[src/glr_ram.sv]
// Generic simple dual-port RAM: one write port, one registered read port.
module glr_ram #(
    parameter int WIDTH = 8,
    parameter int DEPTH = 256
) (
    input  logic                     clk,
    input  logic                     wr_en,
    input  logic [$clog2(DEPTH)-1:0] wr_addr,
    input  logic [WIDTH-1:0]         wr_data,
    input  logic                     rd_en,
    input  logic [$clog2(DEPTH)-1:0] rd_addr,
    output logic [WIDTH-1:0]         rd_data
);

    logic [WIDTH-1:0] mem_reg [DEPTH];
    logic [WIDTH-1:0] rd_data_reg;

    // Write port
    always_ff @(posedge clk)
    begin
        if (wr_en)
        begin
            mem_reg[wr_addr] <= wr_data;
        end
    end

    // Registered read, held while not enabled
    always_ff @(posedge clk)
    begin
        if (rd_en)
        begin
            rd_data_reg <= mem_reg[rd_addr];
        end
    end

    assign rd_data = rd_data_reg;

endmodule

[config.mk]
export PLATFORM = sky130hd
export DESIGN_NAME = glr_ram
export DESIGN_NICKNAME = d
export VERILOG_FILES = /design/src/glr_ram.sv
export SDC_FILE = /design/constraint.sdc
export NUM_CORES = 2
export LEC_CHECK = 0
export ABC_AREA = 1
export BUFFER_PORTS_ARGS = -buffer_cell sky130_fd_sc_hd__buf_2
export CAP_MARGIN = 20
export CORE_MARGIN = 10
export CORE_UTILIZATION = 63
export DETAILED_ROUTE_END_ITERATION = 10
export PLACE_DENSITY = 0.79
export SYNTH_ARGS = -nofsm -noshare
export SYNTH_HDL_FRONTEND = slang
export SYNTH_SLANG_ARGS = --single-unit
[constraint.sdc]
create_clock -name clk -period 2.1 [get_ports clk]
set_input_delay 0.42 -clock clk [delete_from_list [all_inputs] [get_ports clk]]
set_output_delay 0.42 -clock clk [all_outputs]
set_load 0.02 [all_outputs]
# Yosys cells after proc, flatten, opt, wreduce, memory -nomap -nowiden
# Memory sizes are Yosys's and may differ from the RTL's. A register that Yosys moved wholly into a read port is not among the register bits.
# Cells that the tools add are included.
[totals]
reg_bits = 0
ram_bits = 2048
in_bits = 27
wordCells = 3
n_memories = 1
[op_classes]
n_mux = 2
[memory_table]
columns = ["memory", "depth", "word_bits", "rd", "rd_ports_with_merged_regs", "wr", "line", "rtl"]
rows = [
  ["mem_reg", 256, 8, 1, 1, 1, "15", "logic [WIDTH-1:0] mem_reg [DEPTH];"],
]
[ops]
columns = ["operator", "count"]
rows = [
  ["two-way mux 1 bit", 2],
]

# Logic depth before layout (Yosys ltp)
[logic_depth]
ltp_word = 2
ltp_mapped = 15

# Worst setup path after synthesis
# No wires, ideal clock.
[synth_timing]
path_kind = "in2reg"
start = "in wr_en"
end = "mem mem_reg[162][0], enable pin"
t_arrival_ns = 1.541
path_slack_ns = 0.189
cell_stages = 4
cell_sequence = "clkbuf_1 > nand3_1 > clkbuf_1 > nor2_1"
[synth_between]
elab_chain_cells = 2
[synth_lines]
columns = ["element", "line", "rtl"]
rows = [
  ["from (decl)", "7", "input logic wr_en,"],
  ["two-way mux 1 bit", "21", "if (wr_en)"],
  ["two-way mux 1 bit (not written as such)", "23", "mem_reg[wr_addr] <= wr_data;"],
  ["to (decl)", "15", ""],
]
# Every way passes these cells.

==> out/metrics.yaml <==
finish:
  fillers: 8026
  nNetsFinal: 7504
  final_layout_size_suffix_gt1_frac: 0.134
  syn2layout_area_growth_pct: 15.9
  largest_reg_flops: 2048
cts:
  postCtsSetupBuffers: 0
  clk_pin_slew_ps: 60
  cts_max_path_buffers: 3
  cts_buffers: 197
  cts-root-buf: "clkbuf_16"
  clk_latency_ps: 860
  clock_sinks: 2056
  cts_tree: "done"
  htreeDepth: 4
sta:
  max_freq_mhz: 477
  finalCriticalPeriod_ps: 2100
  setup_tns_ps: 0
  worst_slew_pin_slew_ps: 832
  skew_ps: 35.6
  grt_setup_unrepaired: "false"
  worst_hold_slack_ps: 33.8
  slew-limit-headroom: 0.445
  drv_slew: 0
  final-setup-viol-count: 0
  finalCritPeriodShare: 0.999
  final-hold-violation-count: 0
floorplan:
  fp.dieW_um: 384
  start_util: 0.634
  rows: 133
  die_area_mm2: 0.147
  die_y_um: 384
  ioPinCount: 35
  core_region_area_mm2: 0.132
critical_path:
  cp_cell_sequence: "nand2_1 -> nand3_1 -> nand3_1 -> nand3_1 -> nand3_1 -> nand3_1 -> nand3_1 -> nand2_1 -> nand2_1 -> nand2_1"
  cp.arrival_ps: 2680
  cp_slowest_cell: "edfxtp_1"
  worstSetupPathType: "reg2reg"
  cpMostUsedCell: "nand3_1"
  end_kind: "flip-flop"
  crit_required_ps: 2680
  critPathMaxFanout: 1
  setup.worst_path.start_class: "flip-flop"
  slowest_delay_ps: 380
yosys:
  synth_top_area_share: 0.740
  syn_area_per_cell_um2: 11.9
  synth_area_leader_cell: "edfxtp_1"
  yosysWarningCount: 0
  synth_common_cells: "2123 x nand2_1, 2056 x edfxtp_1, 2019 x nand3_1"
  ys_types: 13
  synth_cells: 7003
  synthTopCellsByArea: "edfxtp_1 74%, nand3_1 12%, nand2_1 9.5%"
  yosysMostFrequentCell: "nand2_1"
  ys_ff_latch: 2056
  ys_seq_area_frac: 0.740
  synth-main-ff-cell: "edfxtp_1"
  synth_edf_count: 2056
  synth_area_mm2: 0.0835
  syn_nets: 7030
  async_flop_share: 0
status:
  status: "finished clean"
pwr:
  total_power_uw: 84800
  power.density_mw_per_mm2: 877
  leakage_uw: 0.0350
  ir_drop_uv: 1080
placed_design:
  gp_congestion: 0.964
  portBuffers: 34
  hpwl_mm: 145
global_route:
  global_route.usage.total: 0.312
  grt_pass1_wl_mm: 348
  antenna_found_initial: 13
  grt_pass1_vias: 57600
  grt_max_degree: 104
  overflow: 0
run:
  drv_cap: 0
detailed_routing:
  vias: 59400
  wl_per_cell_um: 24.9
  ant_nets: 0
  viasPerCell: 6.33
  first_pass_iters: 7
  wirelength_mm: 234
  drt_iter0_markers: 8908
  drc: 0
min_path:
  hold_path_class: "in2reg"
[routing by layer]
layer  vias up  GRT usage  wire length, µm
li1      25800          -                -
met1     28500      0.405            80500
met3       834     0.0713            29500
met4        19      0.171            14100
met2      4205      0.491           109000
met5         -          0              149
[path summary, 6_finish.rpt]
path / endpoint / from / slack [ps] / depth (start not counted)
min: mem_reg[53][0]$_DFFE_PP_ / wr_data[0] / 30 / 1
max reg2reg: rd_data[0]$_DFFE_PP_ / mem_reg[11][0]$_DFFE_PP_ / 3 / 10
min reg2reg: rd_data[5]$_DFFE_PP_ / mem_reg[104][5]$_DFFE_PP_ / 1040 / 10
max: rd_data[0]$_DFFE_PP_ / mem_reg[11][0]$_DFFE_PP_ / 3 / 10
[power breakdown]
| part | total (µW) | switching (µW) | internal [µW] |
|---|---|---|---|
| logic | 5940 | 4150 | 1790 |
| clock network | 33600 | 15000 | 18600 |
| registers | 45300 | 42.7 | 45200 |
[final cells by class]
| class | count | area [µm²] | share of cell area |
|---|---|---|---|
| flip-flops and latches | 2056 | 61700 | 0.638 |
| multi-input cells | 4425 | 19100 | 0.198 |
| repair buffers | 758 | 7430 | 0.0768 |
| clock buffers | 243 | 5190 | 0.0536 |
| well taps | 1755 | 2200 | 0.0227 |
| clock inverters | 109 | 826 | 0.00854 |
| inverters | 39 | 180 | 0.00186 |
| diodes | 4 | 10.0 | 0.000103 |
[layout by cell type (no fill, tap or decap), types with 4 or more instances in the layout]
cell           netlist  final
edfxtp_1          2056   2056
clkbuf_1           112     42
buf_12               0    136
clkinvlp_4           0      4
dlygate4sd3_1        0      5
buf_8                1     11
nand2_1           2123   2120
clkinv_8             0      5
nor2_1             283    283
bufinv_16            0      9
diode_2              0      4
clkinv_1             0     47
clkbuf_16            0    201
clkinv_2             0     40
inv_1               36     34
buf_4               46    584
buf_2              268     22
nand3_1           2019   2019
[worst max-delay path, delay by kind of cell (launching register included)]
family	cells	cell delay [ps]
and+or+nand+nor	10	1470
DFF	1	380
[cells by family after synthesis]
logic type    after synthesis  synth area share
buf+inv                   522            0.0312
flops                    2056             0.740
simple gates             4425             0.229
[per-stage QoR]
step	utilization	worst slack, ps	std cells	area (µm²)
after floorplan	-	189	7003	83500
after global placement	0.689	-582	9028	90600
after detailed placement	0.689	-670	9028	90600
after CTS	0.735	108	9385	96700
after global routing	0.735	15.5	9385	96700
final	0.735	3.08	9389	96700
[repair_timing]
| item | CTS | global route |
|---|---|---|
| setup endpoints to repair | 0 | 3 |
| gates resized for setup | 0 | 3 |
| endpoints found under the hold margin | 88 | 0 |
| hold buffers | 5 | 0 |
Power figures use the tool's default switching activity.
