<file path="src/glr_pkg.sv">
// Shared types, constants and lookup tables for the gray Laplacian run extractor.
package glr_pkg;

    // Line store geometry
    localparam int MAX_WIDTH = 2048;
    localparam int COL_W     = $clog2(MAX_WIDTH);
    localparam int CFG_W     = 12;
    // Width used to compare column positions against the effective width
    localparam int EW_W      = (COL_W + 1 > CFG_W) ? COL_W + 1 : CFG_W;
    localparam int ROW_W     = 12;
    localparam int PIX_W     = 8;

    // Result field widths
    localparam int SEG_ROW_W = 12;
    localparam int SEG_X_W   = 11;
    localparam int SEG_IDX_W = 20;
    localparam logic [SEG_IDX_W-1:0] SEG_IDX_MAX = '1;

    // Configuration port
    localparam int CFG_IDX_W = 2;

    typedef enum logic [CFG_IDX_W-1:0] {
        REG_IMAGE_WIDTH    = 2'd0,
        REG_IMAGE_HEIGHT   = 2'd1,
        REG_PIXEL_FORMAT   = 2'd2,
        REG_EDGE_THRESHOLD = 2'd3
    } cfg_reg_t;

    typedef enum logic {
        FMT_BGRA   = 1'b0,
        FMT_RGB565 = 1'b1
    } pix_fmt_t;

    localparam logic [CFG_W-1:0] RST_IMAGE_WIDTH    = 12'd2048;
    localparam logic [CFG_W-1:0] RST_IMAGE_HEIGHT   = 12'd2048;
    localparam logic [PIX_W-1:0] RST_EDGE_THRESHOLD = 8'd96;
    localparam int               MIN_DIM            = 3;

    // 3x3 window around the output pixel: left, center, right columns
    typedef struct packed {
        logic [PIX_W-1:0] tl;
        logic [PIX_W-1:0] ml;
        logic [PIX_W-1:0] bl;
        logic [PIX_W-1:0] tc;
        logic [PIX_W-1:0] mc;
        logic [PIX_W-1:0] bc;
        logic [PIX_W-1:0] tr;
        logic [PIX_W-1:0] mr;
        logic [PIX_W-1:0] br;
    } window_t;

    // RGB565 channel expansion tables: v * 255 / 31 and v * 255 / 63, truncating
    typedef logic [31:0][PIX_W-1:0] scale5_tbl_t;
    typedef logic [63:0][PIX_W-1:0] scale6_tbl_t;

    function automatic scale5_tbl_t build_scale5();
        scale5_tbl_t t;
        for (int i = 0; i < 32; i++) begin
            t[i] = 8'((i * 255) / 31);
        end
        return t;
    endfunction

    function automatic scale6_tbl_t build_scale6();
        scale6_tbl_t t;
        for (int i = 0; i < 64; i++) begin
            t[i] = 8'((i * 255) / 63);
        end
        return t;
    endfunction

    localparam scale5_tbl_t SCALE5_TBL = build_scale5();
    localparam scale6_tbl_t SCALE6_TBL = build_scale6();

endpackage

</file>
<file path="src/glr_gray.sv">
// Pixel to 8-bit gray conversion for BGRA and RGB565 formats.
module glr_gray (
    input  logic [23:0]             pixel_bits,
    input  glr_pkg::pix_fmt_t       pixel_format,
    output logic [glr_pkg::PIX_W-1:0] gray
);
    import glr_pkg::*;

    logic [PIX_W-1:0] b8;
    logic [PIX_W-1:0] g8;
    logic [PIX_W-1:0] r8;
    logic [15:0]      luma_sum;

    // Channel extraction; RGB565 channels expand through the tables
    always_comb
    begin
        case (pixel_format)
            FMT_BGRA:
            begin
                b8 = pixel_bits[7:0];
                g8 = pixel_bits[15:8];
                r8 = pixel_bits[23:16];
            end
            FMT_RGB565:
            begin
                b8 = SCALE5_TBL[pixel_bits[4:0]];
                g8 = SCALE6_TBL[pixel_bits[10:5]];
                r8 = SCALE5_TBL[pixel_bits[15:11]];
            end
            default:
            begin
                b8 = '0;
                g8 = '0;
                r8 = '0;
            end
        endcase
    end

    // Weighted sum, max 255*256 fits 16 bits
    assign luma_sum = ({8'd0, b8} * 16'd29) + ({8'd0, g8} * 16'd150) + ({8'd0, r8} * 16'd77);
    assign gray     = luma_sum[15:8];

endmodule

</file>
<file path="config.mk">
export PLATFORM = sky130hd
export DESIGN_NAME = glr_gray
export DESIGN_NICKNAME = d
export VERILOG_FILES = /design/src/glr_pkg.sv /design/src/glr_gray.sv
export SDC_FILE = /design/constraint.sdc
export NUM_CORES = 1
export LEC_CHECK = 0
export BUFFER_PORTS_ARGS = -buffer_cell sky130_fd_sc_hd__buf_2
export CORE_MARGIN = 4
export CORE_UTILIZATION = 35
export DETAILED_ROUTE_END_ITERATION = 8
export GPL_TIMING_DRIVEN = 0
export SKIP_LAST_GASP = 1
export SYNTH_ARGS = -nofsm -noshare
export SYNTH_HDL_FRONTEND = slang
export SYNTH_SLANG_ARGS = --single-unit
</file>
<file path="constraint.sdc">
create_clock -name vclk -period 7.5
set_clock_uncertainty 0.05 [all_clocks]
set_input_delay 0.75 -clock vclk [all_inputs]
set_output_delay 0.75 -clock vclk [all_outputs]
set_load 0.1 [all_outputs]
</file>
* Word-level counts from Yosys, hierarchy flattened
Memory sizes are Yosys's and may differ from the RTL's.
Index checks and enable logic that the tools add are counted.
** Storage, ports and cells
- Logic and storage cells :: 18
- Output and inout bits :: 8
- Input port bits :: 25
- Memories kept :: 3
- Register bits after elaboration :: 0
- Bits in read-only memories :: 1024
** Memory list
- (name not given) :: words 64, width 8, rd ports 1, clocked after Yosys merged registers in 0, wr ports 0, line glr_gray.sv:27 : g8 = SCALE6_TBL[pixel_bits[10:5]];
- (name not given) :: words 32, width 8, rd ports 1, clocked after Yosys merged registers in 0, wr ports 0, line glr_gray.sv:28 : r8 = SCALE5_TBL[pixel_bits[15:11]];
- (name not given) :: words 32, width 8, rd ports 1, clocked after Yosys merged registers in 0, wr ports 0, line glr_gray.sv:26 : b8 = SCALE5_TBL[pixel_bits[4:0]];
** Cells by class
- Multiplexer cells :: 6
- $lt $le $gt $ge :: 3
- Add/sub/neg operators :: 2
- Bitwise gates (word level) :: 1
- Multiply operators :: 3
** Operator list (count)
- $pmux 8 s2 :: 3
- $mul 8x7->15 const B :: 2
- $mux 8 :: 3
- $add 13x16->16 :: 1
- $add 16x15->16 :: 1
- $mul 8x5->13 const B :: 1
- $lt 5x6->1 const B :: 2
- $lt 6x7->1 const B :: 1
- $not 1->1 :: 1

* Longest topological paths before layout
Gate-level depths: netlist of run 1.
- Word-level depth :: 6
- Gate-level depth with buffers :: 30

* Least setup slack after synthesis of run 1
No wires, ideal clock.
- Path kind :: input to output
- From :: input pixel_format
- To :: output gray[5] (netlist bit)
- Stages :: 24
- Path buffers :: 2
- Required time :: 6.700 ns
- Data arrival time :: 9.233 ns
- Setup slack :: -2.533 ns
- Path through :: buf_4 clkbuf_1 mux2_2 ha_1 ha_1 fa_1 inv_1 fa_1 inv_1 ha_1 xor2_1 fa_1 inv_1 fa_1 inv_1 fa_1 fa_1 inv_1 ha_1 nand2_1 nor3_1 a21oi_1 mux2i_1 a221oi_1
** On the way
- Longest elaborated chain between the ends :: 5
- Elaborated cells on any way between the ends :: 9
- Those cells by class :: add/sub (2); mul (3); mux (3); bitwise (1)
** Ends and longest elaborated chain
- from (decl) :: line glr_gray.sv:4 : input glr_pkg::pix_fmt_t pixel_format,
- $not 1->1 :: line glr_gray.sv:17 : case (pixel_format)
- $pmux 8 s2 :: line glr_gray.sv:17
- $mul 8x5->13 / $mul 8x7->15 (equally long branches) :: line glr_gray.sv:40 : assign luma_sum = ({8'd0, b8} * 16'd29) + ({8'd0, g8} * 16'd150) + ({8'd0, r8} * 16'd77);
- $add 13x16->16 :: line glr_gray.sv:40
- $add 16x15->16 (*) :: line glr_gray.sv:40
- to (decl) :: line glr_gray.sv:5 : output logic [glr_pkg::PIX_W-1:0] gray
Every way passes the cells marked *; elsewhere a longest branch is shown, timed or not.

* Final worst setup path of run 1
- From :: input pixel_format
- To :: output gray[7] (netlist bit)
The elaborated chain is that of the path after synthesis.

==> results.md, run 1 <==
- Setup tns final: -0.184 ns
- Clkbuf count: 0
- Area share of the largest cell type after synthesis: 0.298
- Setup Crit Path Kind: in2out
- Fin crit period: 7.56 ns
- Maximum clock frequency: 132 MHz
- # setup viols final: 5
- Register Area: 0 um^2
- Final ANT Viol Nets: 0
- First-pass GRT wire length: 14.9 mm
- Crit end category: output pin
- CP required: 6.70 ns
- Synth cell count leaders: inv_1 (126), ha_1 (90), fa_1 (56), a21oi_1 (21), nand2_1 (20)
- Startpoint Class: input port
- Detail Placement HPWL: 7.26 mm
- CP Max Fanout: 5
- Routed vias: 2964
- Slew Viols, Final: 0
- Final #Nets: 658
- Yosys cell types: 45
- Vias in the first global route: 3218
- Pre-antenna DRT Iters: 5
- Max_slew headroom: 0.371
- Buffers on Ports: 32
- Syn_nets: 603
- Multi-input gate area: 0.00383 mm^2
- Yosys warns: 0
- Initial DRC Count: 165
- P&R area growth vs syn: 31.2%
- RD Place Congestion: 0.810
- Largest net degree at the start of global routing: 13
- Share of layout cells above drive strength 1: 0.285
- CP arrival: 6.76 ns
- Die width: 112 um
- Final hold slack: 2.54 ns
- Sequential cell area fraction in the yosys report: 0
- IO Count: 33
- Worst hold path type: in2out
- Initial Util: 0.363
- Failing checks: negative setup slack
- Avg WL per Cell: 13.3 um
- Core box area: 0.0104 mm^2
- Slew @ Worst Pin: 0.935 ns
- Height of the die: 112 um
- Syn_area_per_cell: 8.74 um^2
- Area leader, netlist: ha_1
- Most numerous cell in the Yosys netlist: inv_1
- GRT Residual Overflow: 0
- Routed WL: 8.25 mm
- Max Cap Viol: 0
- RSZ-0062 raised after global routing: yes
- Final sequential cell count: 0
- Setup WS pre-CTS: -0.672 ns
- Ant. Diodes: 0
- Syn Inst Count: 432
- Synth area leaders: ha_1 (30%), fa_1 (30%), inv_1 (13%)
- Final routed DRC violation total: 0
- Fin crit share: 1.01
- Filler Cells Inserted: 972
- Via density: 4.77
- Num rows: 37
- Status: complete, but fails checks
- Die area: 0.0125 mm^2
- Tot GR Track Use: 0.139
- Initial antenna violation count: 0
- Final worst slack: -0.0578 ns
- Mapped cell area: 0.00378 mm^2
- Final hold violations: 0
- Post-CTS Hold Buffers: 0
==> critical path, stage by stage <==
cell and delay, ns:
buf_12 0.11, clkbuf_16 0.15, mux2_4 0.33, ha_4 0.28
ha_4 0.19, ha_4 0.24, inv_1 0.04, fa_1 0.49
inv_2 0.05, ha_4 0.23, nand2_1 0.10, o21ai_4 0.07
a21o_1 0.17, fa_1 0.47, inv_1 0.06, fa_1 0.53
fa_1 0.43, fa_1 0.54, ha_4 0.22, a21o_1 0.18
a21oi_4 0.18, nor2_4 0.06, a211oi_4 0.24, buf_12 0.16
a31oi_4 0.11, xnor2_4 0.19, buf_12 0.19
==> final cells by class <==
| class | count | area share |
|---|---|---|
| Buffer | 3 | 0.0101 |
| Inverter | 127 | 0.0962 |
| Multi-Input combinational cell | 301 | 0.772 |
| Tap cell | 136 | 0.0343 |
| Timing Repair Buffer | 54 | 0.0871 |
==> cell families (layout without fill, tap and decap cells) <==
family / count (synthesis) / count (layout) / share of synthesized area
multiplexers: 11 / 11 / 0.0318
XOR/XNOR: 17 / 17 / 0.0394
AO/OA/AOI/OAI: 68 / 68 / 0.129
adder cells (fa/ha/maj): 146 / 146 / 0.595
AND/OR/NAND/NOR: 59 / 59 / 0.0739
buffers and inverters: 131 / 184 / 0.131
==> through the flow <==
step / instance area, um^2 / cells / util
after CTS: 4860 / 617 / 0.467
after floorplan: 4180 / 432 / -
after detailed placement: 4510 / 600 / 0.433
after global placement: 4510 / 600 / 0.433
after global routing: 4960 / 621 / 0.476
final: 4960 / 621 / 0.476
==> placed cells by master, fill, tap and decap left out, types with 3 or more instances in the layout <==
master    synthesis  layout
buf_12            0       7
a21oi_2           0       7
nor2_1           14      12
o21ai_2           0       3
o21a_1            3       3
a21o_1            8       7
buf_2             0      25
a21oi_1          21      12
mux2_2            8       5
xnor2_1          12       8
mux2_4            0       3
ha_1             90      72
nor3_1            5       4
nand2b_1          5       5
inv_2             1      10
o21ai_0          10       5
ha_4              0      16
inv_1           126     117
fa_1             56      54
buf_4             1      21
buf_6             0       3
nand2_1          20      17
nor2b_1           5       5
nand3_1           4       4
==> routing by layer <==
metal / part of all wire / vias to the layer above / routed length (um) / GRT usage
met5: 0 / - / 0 / 0
li1: - / 1493 / - / -
met2: 0.49 / 46 / 4070 / 0.248
met3: 0.033 / 4 / 273 / 0.00978
met4: 0.0041 / 0 / 34 / 0.00406
met1: 0.47 / 1421 / 3880 / 0.195
==> path summary, 6_finish.rpt <==
path,start,end,slack (ns),cells past startpoint
worst min-delay path,pixel_bits[0],gray[1],2.54,7
worst max-delay path,pixel_format,gray[7],-0.06,27
==> repair_timing <==
item,4_1_cts,5_1_grt
gates resized for setup,43,14
cloned,0,0
setup buffers,18,6
pin swaps,26,17
endpoints found under the setup margin,8,8
Power of run 1 is not shown: default switching activity piles up to over one toggle a cycle in this logic, so the estimate is an artifact.
==> run 2: changes to the inputs <==
Settings changed: MAX_ROUTING_LAYER set to met4.
==> results.md, run 2 (synthesis gave the netlist of run 1 again) <==
- Crit end category: output pin
- CP required: 6.70 ns
- First-pass GRT wire length: 14.9 mm
- Via density: 4.78
- Buffers on Ports: 32
- Clkbuf count: 0
- Worst hold path type: in2out
- Startpoint Class: input port
- Initial Util: 0.363
- Final sequential cell count: 0
- P&R area growth vs syn: 31.2%
- Setup Crit Path Kind: in2out
- Core box area: 0.0104 mm^2
- Max stage delay on crit path: 0.54 ns
- Initial DRC Count: 159
- Register Area: 0 um^2
- CP arrival: 6.76 ns
- Final routed DRC violation total: 0
- # setup viols final: 4
- Most common cell after layout, fill and taps aside: inv_1
- Fin crit period: 7.56 ns
- Share of layout cells above drive strength 1: 0.285
- Routed vias: 2969
- Status: complete, but fails checks
- Max_slew headroom: 0.368
- Routed WL: 8.25 mm
- Post-place instance area: 0.00451 mm^2
- Largest net degree at the start of global routing: 13
- CP Buf/Inv Count: 7
- Most frequent cells in the layout: inv_1 (117), ha_1 (72), fa_1 (54)
- Avg WL per Cell: 13.3 um
- Final worst slack: -0.0578 ns
- Fin crit share: 1.01
- Die area: 0.0125 mm^2
- RD Place Congestion: 0.822
- Setup tns final: -0.177 ns
- CP delay by family, top: adder cells
- Vias in the first global route: 3223
- Max Cap Viol: 0
- Pre-antenna DRT Iters: 5
- Slew @ Worst Pin: 0.939 ns
- Final #Nets: 658
- Placed cells: 600
- Maximum clock frequency: 132 MHz
- CP max stage cell: fa_1
- Slew Viols, Final: 0
- Final hold violations: 0
- Initial antenna violation count: 0
- Height of the die: 112 um
- Num rows: 37
- Detail Placement HPWL: 7.26 mm
- Finished Cell Area: 0.00496 mm^2
- CP Max Fanout: 5
- IO Count: 33
- Tot GR Track Use: 0.143
- Fin cells: 621
- Final ANT Viol Nets: 0
- Ant. Diodes: 0
- GRT Residual Overflow: 0
- RSZ-0062 raised after global routing: yes
- Die width: 112 um
- Failing checks: negative setup slack
- Post-CTS Hold Buffers: 0
-- run 2: what timing repair did --
action / in CTS / in global routing
pin swaps: 26 / 17
gates resized for setup: 43 / 14
setup endpoints to repair: 8 / 8
gates cloned: 0 / 0
setup buffers: 18 / 6
-- run 2: worst paths after layout --
| kind | cells after the start | start | to |
|---|---|---|---|
| setup / recovery | 27 | pixel_format | gray[7] |
| hold / removal | 7 | pixel_bits[0] | gray[1] |
-- run 2: layout make-up --
| cell class | instances | area, um^2 |
|---|---|---|
| plain buffers | 3 | 50.0 |
| fillers | 972 | 5460 |
| inverters | 127 | 477 |
| multi-input cells | 301 | 3830 |
| well taps | 136 | 170 |
| repair buffers | 54 | 432 |
-- run 2: per-stage QoR --
| step | hold WS, ns | utilization | setup slack (ns) |
|---|---|---|---|
| 2_1_floorplan | 2.32 | - | -0.183 |
| 3_3_place_gp | 2.60 | 0.433 | -0.679 |
| 3_5_place_dp | 2.59 | 0.433 | -0.672 |
| 4_1_cts | 2.58 | 0.467 | -0.121 |
| 5_1_grt | 2.62 | 0.476 | -0.264 |
| 6_report | 2.54 | 0.476 | -0.0578 |
-- run 2: per-layer routing --
| layer | wire (um) | GRT usage |
|---|---|---|
| met1 | 3910 | 0.195 |
| met2 | 4060 | 0.248 |
| met3 | 251 | 0.00870 |
| met4 | 34 | 0.00406 |
| met5 | 0 | - |
Power of run 2 is left out for the same reason.
