==> config.mk <==
export PLATFORM = sky130hd
export DESIGN_NAME = glr_edge
export DESIGN_NICKNAME = d
export VERILOG_FILES = /design/src/glr_pkg.sv /design/src/glr_edge.sv
export SDC_FILE = /design/constraint.sdc
export NUM_CORES = 1
export LEC_CHECK = 0
export BUFFER_PORTS_ARGS = -buffer_cell sky130_fd_sc_hd__buf_4
export CORE_MARGIN = 2
export CORE_UTILIZATION = 60
export DETAILED_ROUTE_END_ITERATION = 10
export GPL_TIMING_DRIVEN = 0
export PLACE_DENSITY = 0.87
export SYNTH_ARGS = -nofsm -noshare
export SYNTH_HDL_FRONTEND = slang
export SYNTH_SLANG_ARGS = --single-unit
==> constraint.sdc <==
create_clock -name vclk -period 15.4
set_clock_uncertainty 0.15 [all_clocks]
set_input_delay 2.31 -clock vclk [all_inputs]
set_output_delay 2.31 -clock vclk [all_outputs]
set_load 0.005 [all_outputs]
==> src/glr_pkg.sv <==
// Shared types, constants and lookup tables for the gray Laplacian run extractor.
package glr_pkg;

    // Line store geometry
    localparam int MAX_WIDTH = 2048;
    localparam int COL_W     = $clog2(MAX_WIDTH);
    localparam int CFG_W     = 12;
    // Width used to compare column positions against the effective width
    localparam int EW_W      = (COL_W + 1 > CFG_W) ? COL_W + 1 : CFG_W;
    localparam int ROW_W     = 12;
    localparam int PIX_W     = 8;

    // Result field widths
    localparam int SEG_ROW_W = 12;
    localparam int SEG_X_W   = 11;
    localparam int SEG_IDX_W = 20;
    localparam logic [SEG_IDX_W-1:0] SEG_IDX_MAX = '1;

    // Configuration port
    localparam int CFG_IDX_W = 2;

    typedef enum logic [CFG_IDX_W-1:0] {
        REG_IMAGE_WIDTH    = 2'd0,
        REG_IMAGE_HEIGHT   = 2'd1,
        REG_PIXEL_FORMAT   = 2'd2,
        REG_EDGE_THRESHOLD = 2'd3
    } cfg_reg_t;

    typedef enum logic {
        FMT_BGRA   = 1'b0,
        FMT_RGB565 = 1'b1
    } pix_fmt_t;

    localparam logic [CFG_W-1:0] RST_IMAGE_WIDTH    = 12'd2048;
    localparam logic [CFG_W-1:0] RST_IMAGE_HEIGHT   = 12'd2048;
    localparam logic [PIX_W-1:0] RST_EDGE_THRESHOLD = 8'd96;
    localparam int               MIN_DIM            = 3;

    // 3x3 window around the output pixel: left, center, right columns
    typedef struct packed {
        logic [PIX_W-1:0] tl;
        logic [PIX_W-1:0] ml;
        logic [PIX_W-1:0] bl;
        logic [PIX_W-1:0] tc;
        logic [PIX_W-1:0] mc;
        logic [PIX_W-1:0] bc;
        logic [PIX_W-1:0] tr;
        logic [PIX_W-1:0] mr;
        logic [PIX_W-1:0] br;
    } window_t;

    // RGB565 channel expansion tables: v * 255 / 31 and v * 255 / 63, truncating
    typedef logic [31:0][PIX_W-1:0] scale5_tbl_t;
    typedef logic [63:0][PIX_W-1:0] scale6_tbl_t;

    function automatic scale5_tbl_t build_scale5();
        scale5_tbl_t t;
        for (int i = 0; i < 32; i++) begin
            t[i] = 8'((i * 255) / 31);
        end
        return t;
    endfunction

    function automatic scale6_tbl_t build_scale6();
        scale6_tbl_t t;
        for (int i = 0; i < 64; i++) begin
            t[i] = 8'((i * 255) / 63);
        end
        return t;
    endfunction

    localparam scale5_tbl_t SCALE5_TBL = build_scale5();
    localparam scale6_tbl_t SCALE6_TBL = build_scale6();

endpackage

==> src/glr_edge.sv <==
// 3x3 Laplacian kernel with clamp and threshold, producing the edge flag.
module glr_edge (
    input  glr_pkg::window_t          win,
    input  logic [glr_pkg::PIX_W-1:0] threshold,
    output logic                      edge_hit
);
    import glr_pkg::*;

    logic [9:0]        corner_sum;
    logic [9:0]        side_sum;
    logic [12:0]       pos_sum;
    logic [12:0]       neg_sum;
    logic signed [13:0] lap;
    logic [PIX_W-1:0]  lap_clamped;

    // Corners weigh 1, sides 4, center -20
    assign corner_sum = {2'd0, win.tl} + {2'd0, win.bl} + {2'd0, win.tr} + {2'd0, win.br};
    assign side_sum   = {2'd0, win.tc} + {2'd0, win.ml} + {2'd0, win.mr} + {2'd0, win.bc};
    assign pos_sum    = {3'd0, corner_sum} + {1'b0, side_sum, 2'b00};
    assign neg_sum    = {5'd0, win.mc} * 13'd20;
    assign lap        = $signed({1'b0, pos_sum}) - $signed({1'b0, neg_sum});

    // Clamp to 0..255
    always_comb
    begin
        if (lap < 0)
        begin
            lap_clamped = '0;
        end
        else if (lap > 14'sd255)
        begin
            lap_clamped = '1;
        end
        else
        begin
            lap_clamped = lap[PIX_W-1:0];
        end
    end

    // Below threshold or zero counts as no edge
    assign edge_hit = (lap_clamped >= threshold) && (lap_clamped != '0);

endmodule

* Word level (Yosys, flattened, before mapping)
Index checks and enable logic that the tools add are counted.
** Cells by class
- Add/sub/neg operators :: 8
- $mul :: 1
- Divide/modulo/power cells :: 0
- $lt $le $gt $ge :: 3
- Eq/ne operators :: 0
- Shift-type cells :: 0
- Muxes and demuxes :: 2
- Bitwise logic cells :: 0
- Reductions and logical operators :: 2
** Operators by type and width (number)
- 10-bit by 8-bit adder with 10-bit output :: 2
- 9-bit by 8-bit adder with 10-bit output :: 2
- 8-bit by 8-bit adder with 9-bit output :: 2
- 8-bit two-way mux :: 2
- 14-bit by 9-bit > comparator with 1-bit output, second input constant :: 1
- 14-bit by 1-bit < comparator with 1-bit output, second input constant :: 1
- 13-bit by 13-bit subtractor with 14-bit output :: 1
- 10-bit by 12-bit adder with 13-bit output :: 1
- 8-bit by 3-bit multiplier with 11-bit output, second input constant :: 1
- 8-bit >= comparator :: 1
- 8-bit nonzero test :: 1
- 1-bit logical AND :: 1
** Word-level totals
- Bits in registers :: 0
- Latch bits :: 0
- Memory bits (writable) :: 0
- ROM bits :: 0
- Output and inout port bits :: 1
- Logic and storage cells :: 16
- Memories :: 0

* Logic depth before layout (Yosys ltp)
Gate-level depths: netlist (run 1).
- Depth in word-level cells :: 10
- Mapped depth :: 32

* Worst setup path before layout (run 1)
OpenSTA, ideal clock, no wires.
- Kind :: input-to-output
- From :: in win[9] (netlist bit)
- To :: out edge_hit
- Arrival time :: 8.289 ns
- Required time :: 12.940 ns
- Setup slack :: 4.651 ns
- Stages :: 32
- Path buffers :: 2
- Path through :: inv_1 fa_1 fa_1 inv_1 ha_1 inv_1 fa_1 inv_1 a21o_1 a21oi_1 xnor2_1 fa_1 inv_1 fa_1 inv_1 fa_1 ha_1 buf_2 a21oi_1 o21ai_0 a2111oi_2 nor3_1 nand2b_1 buf_2 a31o_1 ha_1 nand2b_1 a211oi_1 o21ai_0 a21o_1 nand3b_1 a31oi_1
** Between the ends
- Cells in the longest elaborated chain, start to end :: 9
- Elaborated cells between the ends (all ways) :: 11
** Ends and longest elaborated chain
- start: declaration :: line glr_edge.sv:3 : input glr_pkg::window_t win,
- 9-bit by 8-bit adder with 10-bit output (*) :: line glr_edge.sv:18 : assign side_sum = {2'd0, win.tc} + {2'd0, win.ml} + {2'd0, win.mr} + {2'd0, win.bc};
- 10-bit by 8-bit adder with 10-bit output (*) :: line glr_edge.sv:18
- 10-bit by 12-bit adder with 13-bit output (*) :: line glr_edge.sv:19 : assign pos_sum = {3'd0, corner_sum} + {1'b0, side_sum, 2'b00};
- 13-bit by 13-bit subtractor with 14-bit output (*) :: line glr_edge.sv:21 : assign lap = $signed({1'b0, pos_sum}) - $signed({1'b0, neg_sum});
- 14-bit by 9-bit > comparator with 1-bit output :: line glr_edge.sv:30 : else if (lap > 14'sd255)
- 8-bit two-way mux :: line glr_edge.sv:30
- 8-bit two-way mux (*) :: line glr_edge.sv:26 : if (lap < 0)
- 8-bit >= comparator / 8-bit nonzero test (equally long branches) :: line glr_edge.sv:41 : assign edge_hit = (lap_clamped >= threshold) && (lap_clamped != '0);
- 1-bit logical AND (*) :: line glr_edge.sv:41
- end: declaration :: line glr_edge.sv:5 : output logic edge_hit
Every way passes the cells marked *; elsewhere a longest branch is shown, timed or not.

* Worst setup path after layout (run 1)
Same ends and word-level chain as after synthesis.

==> summary.md, run 1 <==
| Metric | Value |
|---|---|
| Status | complete, no violations |
| Max Cap Viol | 0 |
| Net Count, Synth | 500 |
| GRT met2 Usage | 42.6% |
| Overflow left after global routing | 0 |
| Place WS | 3.88 ns |
| DR WL/cell | 11.5 um |
| GPL Wtd Cong | 0.837 |
| Crit path time final | 11.52 ns |
| Slowest Stage Delay on Critical Path | 0.55 ns |
| Die area | 0.00517 mm2 |
| Mapped Cells | 319 |
| Final Hold Violating Endpoints | 0 |
| Syn Area/Cell | 8.68 um2 |
| Peak Freq | 0.0868 GHz |
| I/O Buffers | 81 |
| Final cell count without fillers | 452 |
| Drt pass-1 iters | 4 |
| Largest net degree at the start of global routing | 10 |
| Cts repair resizes | 0 |
| Hold Crit Start | threshold[7] |
| Nets | 583 |
| Ant diodes | 0 |
| Yosys warns | 0 |
| Vias in the first global route | 2382 |
| # IOs | 81 |
| Post-route antenna net violation count | 0 |
| GRT Max-Usage Layer | met2 |
| Worst path required time | 12.94 ns |
| Gr usage total | 21.7% |
| Detailed Route WL | 5180 um |
| Hold Buf Count CTS | 0 |
| PnR worst setup slack | 3.88 ns |
| Delay-heaviest family, CP | adder cells |
| Area growth syn-to-layout | 24.3% |
| Pins over their slew limit | 0 |
| DR vias | 2323 |
| RSZ-0062 raised after global routing | no |
| Seq. cell area | 0 um2 |
| CP Max Fanout | 9 |
| Initial Utilization | 63.1% |
| Critical path buffers and inverters | 10 |
| Met1 GRT Util | 26.9% |
| Die height | 71.9 um |
| Post-CTS setup buffers | 0 |
| Synthesized area | 0.00277 mm2 |
| Filler instances | 294 |
| Final worst path period share | 74.8% |
| DRT iter0 DRCs | 31 |
| Grt met3 use | 1.39% |
| FP Rows | 24 |
| Core region area | 0.00438 mm2 |
| Number of clock buffers in the layout | 0 |
| Type of origin of the critical path | input port |
| Global-route wire length before repair | 9300 um |
| Setup_tns | 0 ns |
| Crit. Startpoint | win[9] |
| Count of final setup violators | 0 |
| Kind of critical path | in2out |
| Relative slew slack | 75.3% |
| Critical path arrival | 9.06 ns |
| Worst setup path endpoint | edge_hit |
| FF+latch count | 0 |
| Stages on the worst setup path | 34 |
| CP Capture Type | primary output |
| Unique masters post-synth | 34 |
| Die Span X | 71.9 um |
| Detail-routed via count per cell | 5.14 |
| HPWL Detailed | 4970 um |
| Register area share after synthesis | 0% |
| Share of cells above drive strength 1 | 22.5% |
| Drt drc | 0 |
| CP max stage cell | fa_1 |
| Worst Hold Class | in2out |
| Dpl cells | 452 |
| Tightest Pin Transition | 0.370 ns |
| Initial antenna violation count | 0 |
-- cell families (layout without fill, tap and decap cells) --
kind of cell	count (synthesis)	in the layout	share of synthesized area, %
muxes	2	2	0.769
buffers and inverters	106	187	14.5
adders and majority gates	101	101	58.1
xor gates and xnor gates	17	17	5.38
and+or+nand+nor	28	28	5.33
AOI/OAI and AO/OA	65	65	15.9
-- cell usage after synthesis --
library cell | count | area share [%]
inv_1 | 104 | 14
ha_1 | 55 | 25
fa_1 | 46 | 33
a21oi_1 | 16 | 2.9
a21o_1 | 10 | 2.7
o21ai_0 | 10 | 1.8
xnor2_1 | 9 | 2.8
a31oi_1 | 8 | 1.8
xor2_1 | 8 | 2.5
nand2_1 | 7 | 0.95
nor2_1 | 6 | 0.81
o21bai_1 | 5 | 1.4
a211oi_1 | 4 | 1.1
nand4_1 | 3 | 0.68
nor3_1 | 3 | 0.54
o21a_1 | 3 | 0.81
a21oi_2 | 2 | 0.63
buf_2 | 2 | 0.36
nand2b_1 | 2 | 0.45
nor2b_1 | 2 | 0.45
a2111oi_2 | 1 | 0.54
a211o_1 | 1 | 0.32
a21oi_4 | 1 | 0.59
a31o_1 | 1 | 0.32
and4b_1 | 1 | 0.36
mux2_2 | 1 | 0.41
mux2i_1 | 1 | 0.36
nand3_1 | 1 | 0.18
nand3b_1 | 1 | 0.27
o2111ai_1 | 1 | 0.32
o21ai_2 | 1 | 0.32
o41a_1 | 1 | 0.41
or3_1 | 1 | 0.23
or4_4 | 1 | 0.41
-- worst min path at each step --
stage               end  slack [ns]  depth (start not counted)
6_report       edge_hit        5.14                          7
5_1_grt        edge_hit        5.18                          7
4_1_cts        edge_hit        5.15                          7
3_5_place_dp   edge_hit        5.14                          7
3_3_place_gp   edge_hit        5.14                          7
2_1_floorplan  edge_hit        4.92                          5
-- through the flow --
step	area, um2	util (%)	hold slack (ns)
6_report	3440	78.5	5.14
3_5_place_dp	3440	78.5	5.14
4_1_cts	3440	78.5	5.15
3_3_place_gp	3440	78.5	5.14
2_1_floorplan	2770	-	4.92
5_1_grt	3440	78.5	5.18
-- cell type report --
cell class                      instances  area, um2  area share [%]
Buffer                                  2       10.0           0.291
Timing Repair Buffer                   81        608            17.7
Multi-Input combinational cell        213       2370            68.8
Tap cell                               52       65.1            1.89
Inverter                              104        390            11.3
-- cells in the final DEF (no fill, tap or decap), types with 2 or more instances in the layout --
cell type  Yosys  final
a21oi_2        2      2
nand2b_1       2      2
inv_1        104    104
o21ai_0       10     10
a21o_1        10     10
nand2_1        7      7
a211oi_1       4      4
nor2_1         6      6
xnor2_1        9      9
nand4_1        3      3
nor2b_1        2      2
nor3_1         3      3
xor2_1         8      8
ha_1          55     55
a21oi_1       16     16
buf_4          0     81
buf_2          2      2
o21a_1         3      3
a31oi_1        8      8
fa_1          46     46
o21bai_1       5      5
-- layer usage --
| metal | wire (um) | share of wire [%] |
|---|---|---|
| met5 | 0 | 0 |
| met4 | 70 | 1.4 |
| met3 | 287 | 5.5 |
| met2 | 2860 | 55 |
| met1 | 1970 | 38 |
Power of run 1 is not shown: default switching activity piles up to over one toggle a cycle in this logic, so the estimate is an artifact.
==> inputs of run 2 (changes only) <==
--- a/config.mk
+++ b/config.mk
@@ -5,12 +5,13 @@
 export SDC_FILE = /design/constraint.sdc
 export NUM_CORES = 1
 export LEC_CHECK = 0
+export ABC_AREA = 1
 export BUFFER_PORTS_ARGS = -buffer_cell sky130_fd_sc_hd__buf_4
 export CORE_MARGIN = 2
-export CORE_UTILIZATION = 60
+export CORE_UTILIZATION = 57
 export DETAILED_ROUTE_END_ITERATION = 10
 export GPL_TIMING_DRIVEN = 0
-export PLACE_DENSITY = 0.87
+export PLACE_DENSITY = 0.82
 export SYNTH_ARGS = -nofsm -noshare
 export SYNTH_HDL_FRONTEND = slang
 export SYNTH_SLANG_ARGS = --single-unit
==> constraint.sdc (replaced) <==
create_clock -name vclk -period 11.9
set_clock_uncertainty 0.15 [all_clocks]
set_input_delay 1.785 -clock vclk [all_inputs]
set_output_delay 1.785 -clock vclk [all_outputs]
set_load 0.005 [all_outputs]
==> summary.md, run 2 <==
| Metric | Value |
|---|---|
| Core region area | 0.00507 mm2 (+16%) |
| GPL Wtd Cong | 0.859 (+2.7%) |
| Initial antenna violation count | 0 (unchanged) |
| Setup_tns | 0 ns (unchanged) |
| RSZ-0062 raised after global routing | no |
| Register area share after synthesis | 0% (unchanged) |
| Final Hold Violating Endpoints | 0 (unchanged) |
| Drt drc | 0 (unchanged) |
| Initial Utilization | 58.5% (-4.6 points) |
| FF+latch count | 0 (unchanged) |
| Share of cells above drive strength 1 | 20.7% (-1.8 points) |
| Final worst path period share | 84.5% |
| Synthesized area | 0.00297 mm2 (+7.3%) |
| Detail-routed via count per cell | 4.73 (-8.0%) |
| Filler instances | 436 (+48%) |
| Combined area of the multi-input logic cells | 0.00247 mm2 (+4.5%) |
| Synth cell count leaders | 131 x inv_1, 65 x nand2_1, 55 x ha_1 |
| DR WL/cell | 10.6 um (-7.2%) |
| Max Cap Viol | 0 (unchanged) |
| Type of origin of the critical path | input port |
| Most common cell in the netlist | inv_1 |
| Detailed Route WL | 5780 um (+12%) |
| Count of final setup violators | 0 (unchanged) |
| Cell mode on critical path | inv_1 |
| PnR worst setup slack | 1.85 ns (-2.03 ns) |
| Commonest cells after routing, fill and taps aside | 131 x inv_1, 81 x buf_4, 65 x nand2_1 |
| Post-CTS setup buffers | 0 (unchanged) |
| Cts repair resizes | 0 (unchanged) |
| Unique masters post-synth | 23 (-32%) |
| Area growth syn-to-layout | 23.4% |
| Kind of critical path | in2out |
| Worst path required time | 9.97 ns (-2.97 ns) |
| Largest cells by area after synthesis | fa_1 31%, ha_1 23%, inv_1 17% |
| Drt pass-1 iters | 4 (unchanged) |
| Leading area contributor after synthesis | fa_1 |
| Place WS | 1.86 ns (-2.02 ns) |
| Hold Buf Count CTS | 0 (unchanged) |
| Critical path arrival | 8.12 ns (-0.94 ns) |
| # IOs | 81 (unchanged) |
| Area share of the largest cell type after synthesis | 31.0% (-2.3 points) |
| Relative slew slack | 75.0% (-0.37 points) |
| Worst Hold Class | in2out |
| Delay-heaviest family, CP | adder cells |
| FP Rows | 26 (+8.3%) |
| CP max stage cell | fa_1 |
| Post-route antenna net violation count | 0 (unchanged) |
| Overflow left after global routing | 0 (unchanged) |
| DR vias | 2568 (+11%) |
| Gr usage total | 21.8% (+0.088 points) |
| Number of clock buffers in the layout | 0 (unchanged) |
| HPWL Detailed | 5500 um (+11%) |
| DRT iter0 DRCs | 69 (+120%) |
| I/O Buffers | 81 (unchanged) |
| Die Span X | 76.2 um (+5.9%) |
| Die area | 0.00580 mm2 (+12%) |
| Peak Freq | 0.0995 GHz |
| Commonest non-fill, non-tap cell in the layout | inv_1 |
| Net Count, Synth | 573 (+15%) |
| Tightest Pin Transition | 0.372 ns (+0.00168 ns) |
| Seq. cell area | 0 um2 (unchanged) |
| Syn Area/Cell | 7.57 um2 (-13%) |
| Crit path time final | 10.05 ns |
| Nets | 656 (+13%) |
| Largest net degree at the start of global routing | 9 (-1) |
| Die height | 76.2 um (+5.9%) |
| CP Max Fanout | 8 (-1) |
| Global-route wire length before repair | 11000 um (+18%) |
| Yosys warns | 0 (unchanged) |
| Vias in the first global route | 2837 (+19%) |
| Mapped Cells | 392 (+23%) |
| Status | complete, no violations |
| Critical path buffers and inverters | 9 (-1) |
| CP Capture Type | primary output |
| Ant diodes | 0 (unchanged) |
| Slowest Stage Delay on Critical Path | 0.55 ns (about the same) |
| Pins over their slew limit | 0 (unchanged) |
## run 2: cell types whose count changed in the layout (fill, tap and decap cells not counted), sizes merged, moves of 3 or more
cell	delta
xnor2	-3
o21ai	-4
nor2	+8
a31oi	-8
a21o	-10
o21a	-3
a211oi	-3
o21bai	-3
nand3b	+3
nand3	+16
nand2	+66
inv	+28
## run 2: kinds of logic (layout without fill, tap and decap cells)
logic type | count (synthesis) | in the layout | share of synthesized area, %
adders and majority gates | 101 | 101 | 54.2
AOI/OAI and AO/OA | 31 | 31 | 5.48
xor gates and xnor gates | 16 | 16 | 5.35
and+or+nand+nor | 112 | 112 | 18.3
buffers and inverters | 132 | 213 | 16.7
## run 2: per-layer routing
| metal | track usage, % | routed length (um) | vias up |
|---|---|---|---|
| li1 | - | - | 1327 |
| met1 | 24.9 | 2320 | 1180 |
| met2 | 45.1 | 3230 | 59 |
| met3 | 1.54 | 196 | 2 |
| met4 | 2.36 | 31 | 0 |
| met5 | 0 | 0 | - |
## run 2: final cells by class
cell class / count / share of cell area (%)
Inverter: 132 / 13.5
Tap cell: 70 / 2.39
Timing Repair Buffer: 81 / 16.6
Multi-Input combinational cell: 260 / 67.5
## run 2: metrics by stage
| step | hold WS (ns) | util [%] | instance area [um2] | cells |
|---|---|---|---|---|
| floorplan | 3.85 | - | 2970 | 392 |
| detailed placement | 4.12 | 72.2 | 3660 | 543 |
| global route | 4.20 | 72.2 | 3660 | 543 |
| CTS | 4.11 | 72.2 | 3660 | 543 |
| finish | 4.11 | 72.2 | 3660 | 543 |
| global placement | 4.10 | 72.2 | 3660 | 543 |
## run 2: worst paths after layout
check	to	depth (start not counted)	from
worst min-delay path	edge_hit	8	threshold[7]
worst max-delay path	edge_hit	33	win[9]
Power of run 2 is left out for the same reason.
